==> src/hdl/cie_pkg.sv <==
// ----------------------------------------------------------------------------
// cie_pkg
// shared types and constants for the cbor item encoder
// ----------------------------------------------------------------------------
`default_nettype none

package cie_pkg;

  // input opcodes
  typedef enum logic [3:0] {
    OP_BEGIN   = 4'd0,
    OP_INT     = 4'd1,
    OP_ARRAY   = 4'd2,
    OP_MAP     = 4'd3,
    OP_BREAK   = 4'd4,
    OP_TEXT    = 4'd5,
    OP_BYTES   = 4'd6,
    OP_PAYLOAD = 4'd7,
    OP_F32     = 4'd8,
    OP_F64     = 4'd9,
    OP_BOOL    = 4'd10,
    OP_NULL    = 4'd11,
    OP_FINISH  = 4'd12
  } cie_op_t;

  // cbor major types
  localparam logic [2:0] MT_UINT   = 3'd0;
  localparam logic [2:0] MT_NINT   = 3'd1;
  localparam logic [2:0] MT_BYTES  = 3'd2;
  localparam logic [2:0] MT_TEXT   = 3'd3;
  localparam logic [2:0] MT_ARRAY  = 3'd4;
  localparam logic [2:0] MT_MAP    = 3'd5;
  localparam logic [2:0] MT_SIMPLE = 3'd7;

  // additional info codes
  localparam logic [4:0] INFO_U8     = 5'd24;
  localparam logic [4:0] INFO_U16    = 5'd25;
  localparam logic [4:0] INFO_U32    = 5'd26;
  localparam logic [4:0] INFO_U64    = 5'd27;
  localparam logic [4:0] INFO_INDEF  = 5'd31;
  localparam logic [4:0] INFO_FALSE  = 5'd20;
  localparam logic [4:0] INFO_TRUE   = 5'd21;
  localparam logic [4:0] INFO_NULL   = 5'd22;
  localparam logic [7:0] BREAK_BYTE  = 8'hFF;

  // register map
  localparam logic [1:0] CAP_ADDR    = 2'd0;
  localparam logic [15:0] CAP_RESET  = 16'hFFFF;

  typedef struct packed {
    logic [3:0]         opcode;
    logic signed [63:0] value;
    logic               indefinite;
  } cie_in_t;

  typedef struct packed {
    logic [7:0]  out_byte;
    logic [15:0] byte_offset;
    logic        write_valid;
    logic        last;
    logic        overflowed;
    logic [15:0] frame_length;
  } cie_out_t;

  // one classified item waiting for the byte serializer
  typedef struct packed {
    logic [7:0]  head;       // initial byte
    logic [63:0] arg;        // argument, sent big endian
    logic [3:0]  nargs;      // argument bytes: 0, 1, 2, 4 or 8
    logic        wr;         // bytes are written
    logic [15:0] offset;     // frame offset of the initial byte
    logic        ovf;        // overflow flag after this item
    logic [15:0] flen;       // frame length report
  } cie_desc_t;

endpackage

`default_nettype wire

==> src/hdl/cie_front.sv <==
// ----------------------------------------------------------------------------
// cie_front
// classifies one item per accepted cycle, owns byte count and overflow flag
// ----------------------------------------------------------------------------
`default_nettype none

module cie_front (
  input  logic                clk,
  input  logic                rst_n,
  input  logic [15:0]         capacity,
  input  cie_pkg::cie_in_t    item,
  input  logic                accept,
  output cie_pkg::cie_desc_t  desc
);

  logic [15:0] count_r, count_nxt;
  logic        ovf_r, ovf_nxt;

  logic [2:0]  major;
  logic [4:0]  info;
  logic [63:0] arg;
  logic [3:0]  nargs;
  logic        has_bytes;
  logic        raw_head;
  logic [7:0]  raw_byte;
  logic [8:0]  form;
  logic [63:0] int_mag;
  logic [4:0]  total;
  logic [16:0] end_pos;
  logic        fits;

  // shortest argument form: {info, argument bytes}
  function automatic logic [8:0] var_form(input logic [63:0] n);
    logic [8:0] f;
    if (n < 64'd24) begin
      f = {n[4:0], 4'd0};
    end else if (n <= 64'hFF) begin
      f = {cie_pkg::INFO_U8, 4'd1};
    end else if (n <= 64'hFFFF) begin
      f = {cie_pkg::INFO_U16, 4'd2};
    end else if (n <= 64'hFFFF_FFFF) begin
      f = {cie_pkg::INFO_U32, 4'd4};
    end else begin
      f = {cie_pkg::INFO_U64, 4'd8};
    end
    return f;
  endfunction

  // negatives go out as one's complement
  assign int_mag = item.value[63] ? ~item.value : item.value;

  always_comb begin
    major     = cie_pkg::MT_SIMPLE;
    info      = 5'd0;
    arg       = item.value;
    nargs     = 4'd0;
    has_bytes = 1'b1;
    raw_head  = 1'b0;
    raw_byte  = 8'd0;
    form      = var_form(item.value);
    unique case (item.opcode) inside
      cie_pkg::OP_INT: begin
        form  = var_form(int_mag);
        major = item.value[63] ? cie_pkg::MT_NINT : cie_pkg::MT_UINT;
        arg   = int_mag;
        {info, nargs} = form;
      end
      cie_pkg::OP_ARRAY, cie_pkg::OP_MAP: begin
        major = (item.opcode == cie_pkg::OP_ARRAY) ? cie_pkg::MT_ARRAY
                                                   : cie_pkg::MT_MAP;
        if (item.indefinite) begin
          info = cie_pkg::INFO_INDEF;
        end else begin
          {info, nargs} = form;
        end
      end
      cie_pkg::OP_BREAK: begin
        raw_head = 1'b1;
        raw_byte = cie_pkg::BREAK_BYTE;
      end
      cie_pkg::OP_TEXT: begin
        major = cie_pkg::MT_TEXT;
        {info, nargs} = form;
      end
      cie_pkg::OP_BYTES: begin
        major = cie_pkg::MT_BYTES;
        {info, nargs} = form;
      end
      cie_pkg::OP_PAYLOAD: begin
        raw_head = 1'b1;
        raw_byte = item.value[7:0];
      end
      cie_pkg::OP_F32: begin
        info  = cie_pkg::INFO_U32;
        arg   = {32'd0, item.value[31:0]};
        nargs = 4'd4;
      end
      cie_pkg::OP_F64: begin
        info  = cie_pkg::INFO_U64;
        nargs = 4'd8;
      end
      cie_pkg::OP_BOOL: begin
        info = (item.value != 64'd0) ? cie_pkg::INFO_TRUE : cie_pkg::INFO_FALSE;
      end
      cie_pkg::OP_NULL: begin
        info = cie_pkg::INFO_NULL;
      end
      default: begin
        has_bytes = 1'b0;
      end
    endcase
  end

  assign total   = {1'b0, nargs} + 5'd1;
  assign end_pos = {1'b0, count_r} + {12'd0, total};
  assign fits    = end_pos <= {1'b0, capacity};

  always_comb begin
    desc.head   = raw_head ? raw_byte : {major, info};
    desc.arg    = arg;
    desc.nargs  = nargs;
    desc.wr     = has_bytes && !ovf_r && fits;
    desc.offset = count_r;
    desc.ovf    = ovf_r;
    desc.flen   = 16'd0;
    count_nxt   = count_r;
    ovf_nxt     = ovf_r;
    if (item.opcode == cie_pkg::OP_BEGIN) begin
      desc.ovf  = 1'b0;
      count_nxt = 16'd0;
      ovf_nxt   = 1'b0;
    end else if (item.opcode == cie_pkg::OP_FINISH) begin
      desc.flen = ovf_r ? 16'd0 : count_r;
    end else if (has_bytes && !ovf_r) begin
      if (fits) begin
        count_nxt = end_pos[15:0];
      end else begin
        desc.ovf = 1'b1;
        ovf_nxt  = 1'b1;
      end
    end
  end

  always_ff @(posedge clk) begin
    if (!rst_n) begin
      count_r <= 16'd0;
      ovf_r   <= 1'b0;
    end else if (accept) begin
      count_r <= count_nxt;
      ovf_r   <= ovf_nxt;
    end
  end

endmodule

`default_nettype wire

==> src/hdl/cie_fifo.sv <==
// ----------------------------------------------------------------------------
// cie_fifo
// small descriptor queue between classifier and serializer
// ----------------------------------------------------------------------------
`default_nettype none

module cie_fifo #(
  parameter int DEPTH = 4
) (
  input  logic                clk,
  input  logic                rst_n,
  input  logic                wr_en,
  input  cie_pkg::cie_desc_t  wr_data,
  output logic                full,
  input  logic                rd_en,
  output cie_pkg::cie_desc_t  rd_data,
  output logic                rd_valid
);

  localparam int PTR_W = (DEPTH > 1) ? $clog2(DEPTH) : 1;
  localparam int CNT_W = $clog2(DEPTH + 1);
  localparam logic [PTR_W-1:0] LAST_PTR = PTR_W'(DEPTH - 1);
  localparam logic [CNT_W-1:0] FULL_CNT = CNT_W'(DEPTH);

  cie_pkg::cie_desc_t mem_r [DEPTH];
  logic [PTR_W-1:0] wp_r, wp_nxt, rp_r, rp_nxt;
  logic [CNT_W-1:0] cnt_r, cnt_nxt;
  logic             do_wr, do_rd;

  assign full     = cnt_r == FULL_CNT;
  assign rd_valid = cnt_r != '0;
  assign rd_data  = mem_r[rp_r];
  assign do_wr    = wr_en && !full;
  assign do_rd    = rd_en && rd_valid;

  always_comb begin
    wp_nxt  = do_wr ? ((wp_r == LAST_PTR) ? '0 : wp_r + 1'b1) : wp_r;
    rp_nxt  = do_rd ? ((rp_r == LAST_PTR) ? '0 : rp_r + 1'b1) : rp_r;
    cnt_nxt = cnt_r;
    if (do_wr && !do_rd) begin
      cnt_nxt = cnt_r + 1'b1;
    end else if (do_rd && !do_wr) begin
      cnt_nxt = cnt_r - 1'b1;
    end
  end

  always_ff @(posedge clk) begin
    if (!rst_n) begin
      wp_r  <= '0;
      rp_r  <= '0;
      cnt_r <= '0;
    end else begin
      wp_r  <= wp_nxt;
      rp_r  <= rp_nxt;
      cnt_r <= cnt_nxt;
    end
  end

  always_ff @(posedge clk) begin
    if (do_wr) begin
      mem_r[wp_r] <= wr_data;
    end
  end

  // occupancy bookkeeping
  a_cnt_bound: assert property (@(posedge clk) disable iff (!rst_n)
    cnt_r <= FULL_CNT)
    else $error("queue count beyond depth");

  a_cnt_up: assert property (@(posedge clk) disable iff (!rst_n)
    do_wr && !do_rd |=> cnt_r == $past(cnt_r) + 1'b1)
    else $error("queue count did not grow on write");

endmodule

`default_nettype wire

==> src/hdl/cie_back.sv <==
// ----------------------------------------------------------------------------
// cie_back
// serializes descriptors to words, one per cycle while output free or popped
// ----------------------------------------------------------------------------
`default_nettype none

module cie_back (
  input  logic                clk,
  input  logic                rst_n,
  input  cie_pkg::cie_desc_t  desc,
  input  logic                desc_valid,
  output logic                desc_pop,
  output cie_pkg::cie_out_t   out_word,
  output logic                out_valid,
  input  logic                out_pop
);

  logic [3:0]  idx_r, idx_nxt;
  logic        valid_r, valid_nxt;
  cie_pkg::cie_out_t word_r, word_nxt;
  logic [3:0]  nres;
  logic        is_last;
  logic        load;
  logic [2:0]  sel;
  logic [3:0]  pos;

  assign nres    = desc.wr ? desc.nargs + 4'd1 : 4'd1;
  assign is_last = idx_r == nres - 4'd1;
  assign load    = desc_valid && (!valid_r || out_pop);
  assign pos     = desc.nargs - idx_r;
  assign sel     = pos[2:0];

  always_comb begin
    word_nxt.out_byte     = 8'd0;
    word_nxt.byte_offset  = 16'd0;
    word_nxt.write_valid  = desc.wr;
    word_nxt.last         = is_last;
    word_nxt.overflowed   = desc.ovf;
    word_nxt.frame_length = desc.flen;
    if (desc.wr) begin
      word_nxt.out_byte    = (idx_r == 4'd0) ? desc.head : desc.arg[8*sel +: 8];
      word_nxt.byte_offset = desc.offset + {12'd0, idx_r};
    end
    valid_nxt = valid_r;
    idx_nxt   = idx_r;
    if (load) begin
      valid_nxt = 1'b1;
      idx_nxt   = is_last ? 4'd0 : idx_r + 4'd1;
    end else if (out_pop) begin
      valid_nxt = 1'b0;
    end
  end

  assign desc_pop  = load && is_last;
  assign out_word  = word_r;
  assign out_valid = valid_r;

  always_ff @(posedge clk) begin
    if (!rst_n) begin
      idx_r   <= 4'd0;
      valid_r <= 1'b0;
    end else begin
      idx_r   <= idx_nxt;
      valid_r <= valid_nxt;
    end
  end

  always_ff @(posedge clk) begin
    if (load) begin
      word_r <= word_nxt;
    end
  end

  // at most nine words per item
  a_idx_bound: assert property (@(posedge clk) disable iff (!rst_n)
    idx_r <= 4'd8)
    else $error("serializer index out of range");

  // dropped items produce a single closing word
  a_drop_last: assert property (@(posedge clk) disable iff (!rst_n)
    valid_r && !word_r.write_valid |-> word_r.last)
    else $error("non-write word not marked last");

  // index returns to zero once the final word of an item is loaded
  a_idx_wrap: assert property (@(posedge clk) disable iff (!rst_n)
    load && is_last |=> idx_r == 4'd0)
    else $error("serializer index not cleared after last word");

endmodule

`default_nettype wire

==> src/hdl/cbor_item_encoder.sv <==
// ----------------------------------------------------------------------------
// cbor_item_encoder
// cbor item encoder with frame byte count and sticky overflow
// ----------------------------------------------------------------------------
// The front end takes one item per cycle while the descriptor queue has
// room (full low), works out the cbor initial byte, the shortest argument
// form and the fit against capacity, and updates the frame byte count and
// overflow flag right away. The back end turns each queued descriptor into
// result words, one word per cycle while the output is free or popped: an
// item that writes n bytes (one to nine) gives n words, and every other item
// gives one word. A result passes through the descriptor queue and the
// output register. Sustained rate is one item per cycle for single-byte
// items while pop stays high; the one-byte-per-cycle serializer limits long
// headers, and the input stalls only when QUEUE_DEPTH descriptors are
// waiting. No clearing pass after reset. Capacity lives at address 0 of the
// register port and should be written while the block is idle.
`default_nettype none

module cbor_item_encoder #(
  parameter int QUEUE_DEPTH = 4    // descriptors between front and back
) (
  input  logic                clk,
  input  logic                rst_n,
  // input queue side
  input  logic                push,
  output logic                full,
  input  cie_pkg::cie_in_t    in_item,
  // result queue side
  output logic                empty,
  input  logic                pop,
  output cie_pkg::cie_out_t   out_item,
  // register port
  input  logic                psel,
  input  logic                penable,
  input  logic                pwrite,
  input  logic [1:0]          paddr,
  input  logic [31:0]         pwdata,
  output logic [31:0]         prdata,
  output logic                pready
);

  logic [15:0]        capacity_r;
  logic               accept;
  cie_pkg::cie_desc_t fr_desc;
  cie_pkg::cie_desc_t q_desc;
  logic               q_valid;
  logic               q_pop;
  logic               q_full;
  logic               out_valid;

  // register port: pready is tied high
  assign pready = 1'b1;
  assign prdata = (paddr == cie_pkg::CAP_ADDR) ? {16'd0, capacity_r} : 32'd0;

  always_ff @(posedge clk) begin
    if (!rst_n) begin
      capacity_r <= cie_pkg::CAP_RESET;
    end else if (psel && penable && pwrite && pready &&
                 (paddr == cie_pkg::CAP_ADDR)) begin
      capacity_r <= pwdata[15:0];
    end
  end

  // a word is taken whenever the queue has a free slot
  assign full   = q_full;
  assign accept = push && !q_full;

  // classify and account
  cie_front u_front (
    .clk      (clk),
    .rst_n    (rst_n),
    .capacity (capacity_r),
    .item     (in_item),
    .accept   (accept),
    .desc     (fr_desc)
  );

  // decouple classification from byte emission
  cie_fifo #(
    .DEPTH (QUEUE_DEPTH)
  ) u_fifo (
    .clk      (clk),
    .rst_n    (rst_n),
    .wr_en    (accept),
    .wr_data  (fr_desc),
    .full     (q_full),
    .rd_en    (q_pop),
    .rd_data  (q_desc),
    .rd_valid (q_valid)
  );

  // one encoded byte per cycle into the output register while free or popped
  cie_back u_back (
    .clk        (clk),
    .rst_n      (rst_n),
    .desc       (q_desc),
    .desc_valid (q_valid),
    .desc_pop   (q_pop),
    .out_word   (out_item),
    .out_valid  (out_valid),
    .out_pop    (pop)
  );

  assign empty = !out_valid;

  // a written byte never lands past the configured capacity at write time
  a_wr_no_ovf: assert property (@(posedge clk) disable iff (!rst_n)
    !empty && out_item.write_valid |-> !out_item.overflowed)
    else $error("written byte carries overflow flag");

  // frame length is reported only on a single closing word
  a_flen_single: assert property (@(posedge clk) disable iff (!rst_n)
    !empty && (out_item.frame_length != 16'd0) |->
      out_item.last && !out_item.write_valid)
    else $error("frame length on a data word");

  // capacity write takes effect on the next cycle
  a_cap_write: assert property (@(posedge clk) disable iff (!rst_n)
    psel && penable && pwrite && (paddr == cie_pkg::CAP_ADDR) |=>
      capacity_r == $past(pwdata[15:0]))
    else $error("capacity register not updated");

endmodule

`default_nettype wire
==> config.mk <==
export PLATFORM = sky130hd
export DESIGN_NAME = cbor_item_encoder
export DESIGN_NICKNAME = d
export VERILOG_FILES = /design/src/hdl/cie_pkg.sv /design/src/hdl/cie_front.sv /design/src/hdl/cie_fifo.sv /design/src/hdl/cie_back.sv /design/src/hdl/cbor_item_encoder.sv
export SDC_FILE = /design/constraint.sdc
export NUM_CORES = 1
export LEC_CHECK = 0
export ABC_AREA = 1
export BUFFER_PORTS_ARGS = -buffer_cell sky130_fd_sc_hd__buf_2
export CAP_MARGIN = 40
export CORE_MARGIN = 8
export CORE_UTILIZATION = 50
export DETAILED_ROUTE_END_ITERATION = 8
export PLACE_DENSITY = 0.71
export SETUP_SLACK_MARGIN = 0.15
export SLEW_MARGIN = 20
export SYNTH_ARGS = -nofsm -noshare
export SYNTH_HDL_FRONTEND = slang
export SYNTH_SLANG_ARGS = --single-unit
==> constraint.sdc <==
create_clock -name clk -period 8.05 [get_ports clk]
set_input_delay 2.415 -clock clk [delete_from_list [all_inputs] [get_ports clk]]
set_output_delay 2.415 -clock clk [all_outputs]
set_load 0.01 [all_outputs]
Word-level counts from Yosys, hierarchy flattened
Memories as Yosys holds them, arrays and structs flattened. A register that Yosys moved wholly into a read port is not among the register bits. Index checks and enable logic that the tools add are counted.

Register bits: 88. RAM bits: 440. Input port bits: 110. Output and inout port bits: 78. Logic and storage cells: 133. Memories kept: 1.

Memory list: u_fifo.mem_r (words 4, bits a word 110, rd ports 1, clocked after Yosys merged registers in 1, write ports 1, RTL line cie_fifo.sv:25) `cie_pkg::cie_desc_t mem_r [DEPTH];`.

$add $sub $neg: 11. Order comparisons: 9. Equality and inequality tests: 17. Shift-type cells: 1. Muxes and demuxes: 47. Bitwise logic cells: 1. Reductions and logical operators: 32.

Operator list (count): 64-bit by 16-bit <= comparator with 1-bit output (second input constant) (2); 64-bit by 32-bit <= comparator with 1-bit output (second input constant) (2); 64-bit by 8-bit <= comparator with 1-bit output (second input constant) (2); 64-bit by 5-bit < comparator with 1-bit output (second input constant) (2); 16-bit 2-to-1 mux (8); 64-bit case mux with 2 select lines (1); 64-bit 2-to-1 mux (1); 64-bit inverter (1); 64-bit nonzero test (1); 64-bit by 7-bit indexed part select with 8-bit output (1); 9-bit 2-to-1 mux (4); 5-bit case mux with 7 select lines (1); 4-bit equality test (second input constant) (5); 4-bit case mux with 5 select lines (1); 16-bit by 5-bit adder with 17-bit output (1); 17-bit by 16-bit <= comparator with 1-bit output (1); 16-bit by 4-bit adder with 16-bit output (1); 4-bit by 3-bit equality test with 1-bit output (second input constant) (4); 8-bit 2-to-1 mux (2); 8-bit case mux with 2 select lines (1); 5-bit 2-to-1 mux (3); 1-bit 2-to-1 mux (13); 1-bit logical AND (12); 4-bit 2-to-1 mux (3); other kinds (26) (45).

Longest topological paths before layout
Depth after elaboration: 15. Mapped depth: 37.

Cells and area by module
Synthesis repeated with hierarchy kept, for this count alone.

Cell total of the unflattened synthesis: 2385. Area, all modules: 25207.9 µm².

By module, submodules not included: cie_fifo (instances 1, cells an instance 1135, area an instance 17154.0 µm², seq. area each 13392.8 µm²); cie_front (instances 1, cells an instance 772, area an instance 4206.5 µm², seq. area each 340.3 µm²); cie_back (instances 1, cells an instance 348, area an instance 2949.1 µm², seq. area each 1391.3 µm²); cbor_item_encoder (instances 1, cells an instance 130, area an instance 898.4 µm², seq. area each 320.3 µm²).

Worst setup path before layout
Ideal clock, no wire load.

Path type: input to register. From: input port push. To: memory u_fifo.mem_r[0][0] (netlist name) (enable). Data arrival time: 7.422 ns. Required time: 7.469 ns. Path slack: 0.048 ns. Stages on the path: 4. Cell sequence: inv_1 > nor2_2 > clkinv_1 > nor2_1.

Cells in the longest elaborated chain, start to end: 4.

Ends and longest elaborated chain: start: declaration (RTL line cbor_item_encoder.sv:25) `input logic push,`; 1-bit logical AND (RTL line cbor_item_encoder.sv:66) `assign accept = push && !q_full;`; via accept (RTL line cbor_item_encoder.sv:43) `logic accept;`; 1-bit logical AND (RTL line cie_fifo.sv:33) `assign do_wr = wr_en && !full;`; 1-bit 2-to-1 mux (RTL line cie_fifo.sv:60) `if (do_wr) begin`; 1-bit 2-to-1 mux (not written as such) (RTL line cie_fifo.sv:61) `mem_r[wp_r] <= wr_data;`; end: declaration (RTL line cie_fifo.sv:25).

The timed path passes the listed nets, and every way through them passes these cells.

==> out/results.txt <==
Post-synth EDFFs: 483
Final HPWL DP: 39.3 mm
reg2reg setup slack: 3200 ps
P per Cell Area: 301 nW/µm²
Total Routing Usage GR: 0.210
Worst Reg-to-Reg Cells: 20
count of state elements after synthesis: 530
# fillers: 3986
vias per inst: 5.75
number of stages on the worst hold path: 2
Placeable Area: 48600 µm²
GRT overflow: 0
total clock sinks: 530
Rows: 81
CTS buffer count: 53
CP peak stage delay: 440 ps
CTS Buffer Depth: 3
synth warn: 0
pin count of the biggest net entering global routing: 111
post-synthesis cell count: 2269
DRT antenna net count: 0
Synth Area per Inst: 10.8 µm²
endpoint type of the worst setup path: flip-flop
first-pass GRT wire length: 93.1 mm
critical-path maximum fanout: 17
PortBufs: 154
die area: 56300 µm²
Initial Util: 0.504
share of synthesized registers carrying an async set or reset: 0
synthesized area: 24500 µm²
share of post-route cells with drive strength above 1: 0.137
cts repair resizes: 0
Post-Route Skew: 30.9 ps
most used cell, CP: nand2_1
Layout area overhead: 11.9%
Synth top area share: 0.592
Total Power: 8.25 mW
RSZ-0062 raised after global routing: no
Hold Crit Start: u_fifo.wp_r[1]
RR Endpoint: u_fifo.cnt_r[2]
Util after Layout: 0.564
Max-slew headroom: 0.460
vias: 17500
die width: 237 µm
Final setup viols: 0
CP Data Arrival Time: 7670 ps
vias in the first global route: 16900
Clk Latency, worst-skew pair: 610 ps
final wirelength: 61.1 mm
Tmin final: 7120 ps
Leak Pwr: 10.3 nW
Post-CTS Hold Fix Bufs: 0
Starting DRT DRC Count: 1697
TNS Setup: 0 ps
peak supply drop: 0.163 mV
CTS tree: built
area leader, netlist: edfxtp_1
max-slew violations: 0
max-cap check violation count: 0
clk root buf: clkbuf_16
clock-pin slew on the worst setup and hold paths: 70 ps
GP Congestion: 0.920
antenna violations before repair: 7
first drt pass iteration count: 5
leading cell type by number of instances after synthesis: edfxtp_1
DRC: 0
Crit Path Class: primary input to flip-flop
Ports: 188
Synth Flop Type: edfxtp_1
H-tree depth reported by CTS: 2
Setup crit start kind: primary input
crit share post-route: 0.885
worst hold path type: flip-flop to flip-flop
fmax: 140 MHz
Die Ht: 237 µm
synth top area cells: edfxtp_1 59%, o21ai_0 5.2%, nor2_1 5.0%
slowest cell on the critical path: nor4_1
Synth cell types: 52
final-stage net count: 2538
Synth top cells by count: 483 x edfxtp_1, 328 x nor2_1, 289 x nand2_1
worst endpoint required time: 8590 ps
register area share after synthesis: 0.630
status: completed
routed wire length per instance: 20.0 µm
Post CTS Setup Buffer Count: 0
Worst-Margin Slew: 802 ps
Hold EP: u_fifo.wp_r[1]
final hold viol count: 0
[worst max-delay path, delay by kind of cell]
| kind | cells | cell delay, ps |
|---|---|---|
| and+or+nand+nor | 18 | 2940 |
| buffers and inverters | 6 | 920 |
| adders and majority gates | 3 | 630 |
| xor gates and xnor gates | 2 | 450 |
| AOI/OAI and AO/OA | 2 | 270 |
[power breakdown]
group | leakage, nW | internal, mW | switching, mW | total [mW]
clock | 0.796 | 1.31 | 1.02 | 2.33
sequential | 4.89 | 3.53 | 0.148 | 3.67
combinational | 4.63 | 0.656 | 1.59 | 2.25
[per-stage QoR]
step           worst slack (ps)  cells  area, µm²  hold slack, ps
5_1_grt                     489   3047      27400             560
3_5_place_dp                380   2949      25700             491
2_1_floorplan              47.9   2284      24600             443
3_3_place_gp                492   2946      25700             490
6_report                    926   3051      27400             536
4_1_cts                     983   3044      27400             540
[cell usage in the layout, fill, tap and decap left out, types with 16 or more instances in the layout]
cell type  synthesis  layout
buf_4             22      21
clkbuf_16          0      53
edfxtp_1         483     483
o21ai_1           17      17
a21oi_1           55      55
xor2_1            32      32
o22ai_1           64      64
buf_2             23     153
nand3_1           97      97
o21ai_0          256     256
nor2_1           328     324
ha_1              40      40
inv_1            150     150
inv_2             16      16
nand2_1          289     289
xnor2_1           46      46
conb_1             2      17
o221ai_1          46      46
o211ai_1          38      38
dfxtp_1           47      45
nand4_1           38      38
[routing by layer]
layer  vias to the layer above  track usage  share of wire
li1                       8237            -              -
met1                      8457        0.259           0.39
met2                       712        0.352           0.48
met3                       127       0.0543          0.094
met4                         4       0.0839          0.034
met5                         -            0        0.00043
[state kept, by name, indices dropped and copies added, names as in the netlist, named ones only]
name and count:
u_front.count_r 16, u_fifo.rp_r 2, capacity_r 16, u_fifo.wp_r 2
u_back.out_word 43, u_front.ovf_r 1, u_fifo.cnt_r 3, u_back.out_valid 1
u_fifo.mem_r 440, u_back.idx_r 4
[cells by family after synthesis]
kind of cell | synth area share
compound gates | 0.118
xor+xnor | 0.0292
fa+ha+maj | 0.0237
buf+inv | 0.0568
other cells | 0.000307
flops | 0.630
simple gates | 0.142
[how the worst max path moves through the flow]
stage | startpoint | end | slack [ps] | cells after the start
6_report | in_item[64] | u_front.count_r[10] | 930 | 31
5_1_grt | in_item[64] | u_front.count_r[14] | 490 | 31
4_1_cts | in_item[64] | u_front.count_r[10] | 980 | 31
3_5_place_dp | in_item[64] | u_front.count_r[10] | 380 | 31
3_3_place_gp | in_item[64] | u_front.count_r[14] | 490 | 31
2_1_floorplan | push | u_fifo.mem_r[0][0] | 50 | 4
[cell type report]
cell class / instances / area (µm²) / share of cell area
diodes: 5 / 12.5 / 0.000456
clock buffers: 61 / 1360 / 0.0495
clock inverters: 34 / 285 / 0.0104
inverters: 169 / 639 / 0.0233
multi-input cells: 1446 / 7760 / 0.283
flip-flops and latches: 530 / 15400 / 0.563
well taps: 622 / 778 / 0.0284
repair buffers: 184 / 1140 / 0.0414
Power figures use the tool's default switching activity.
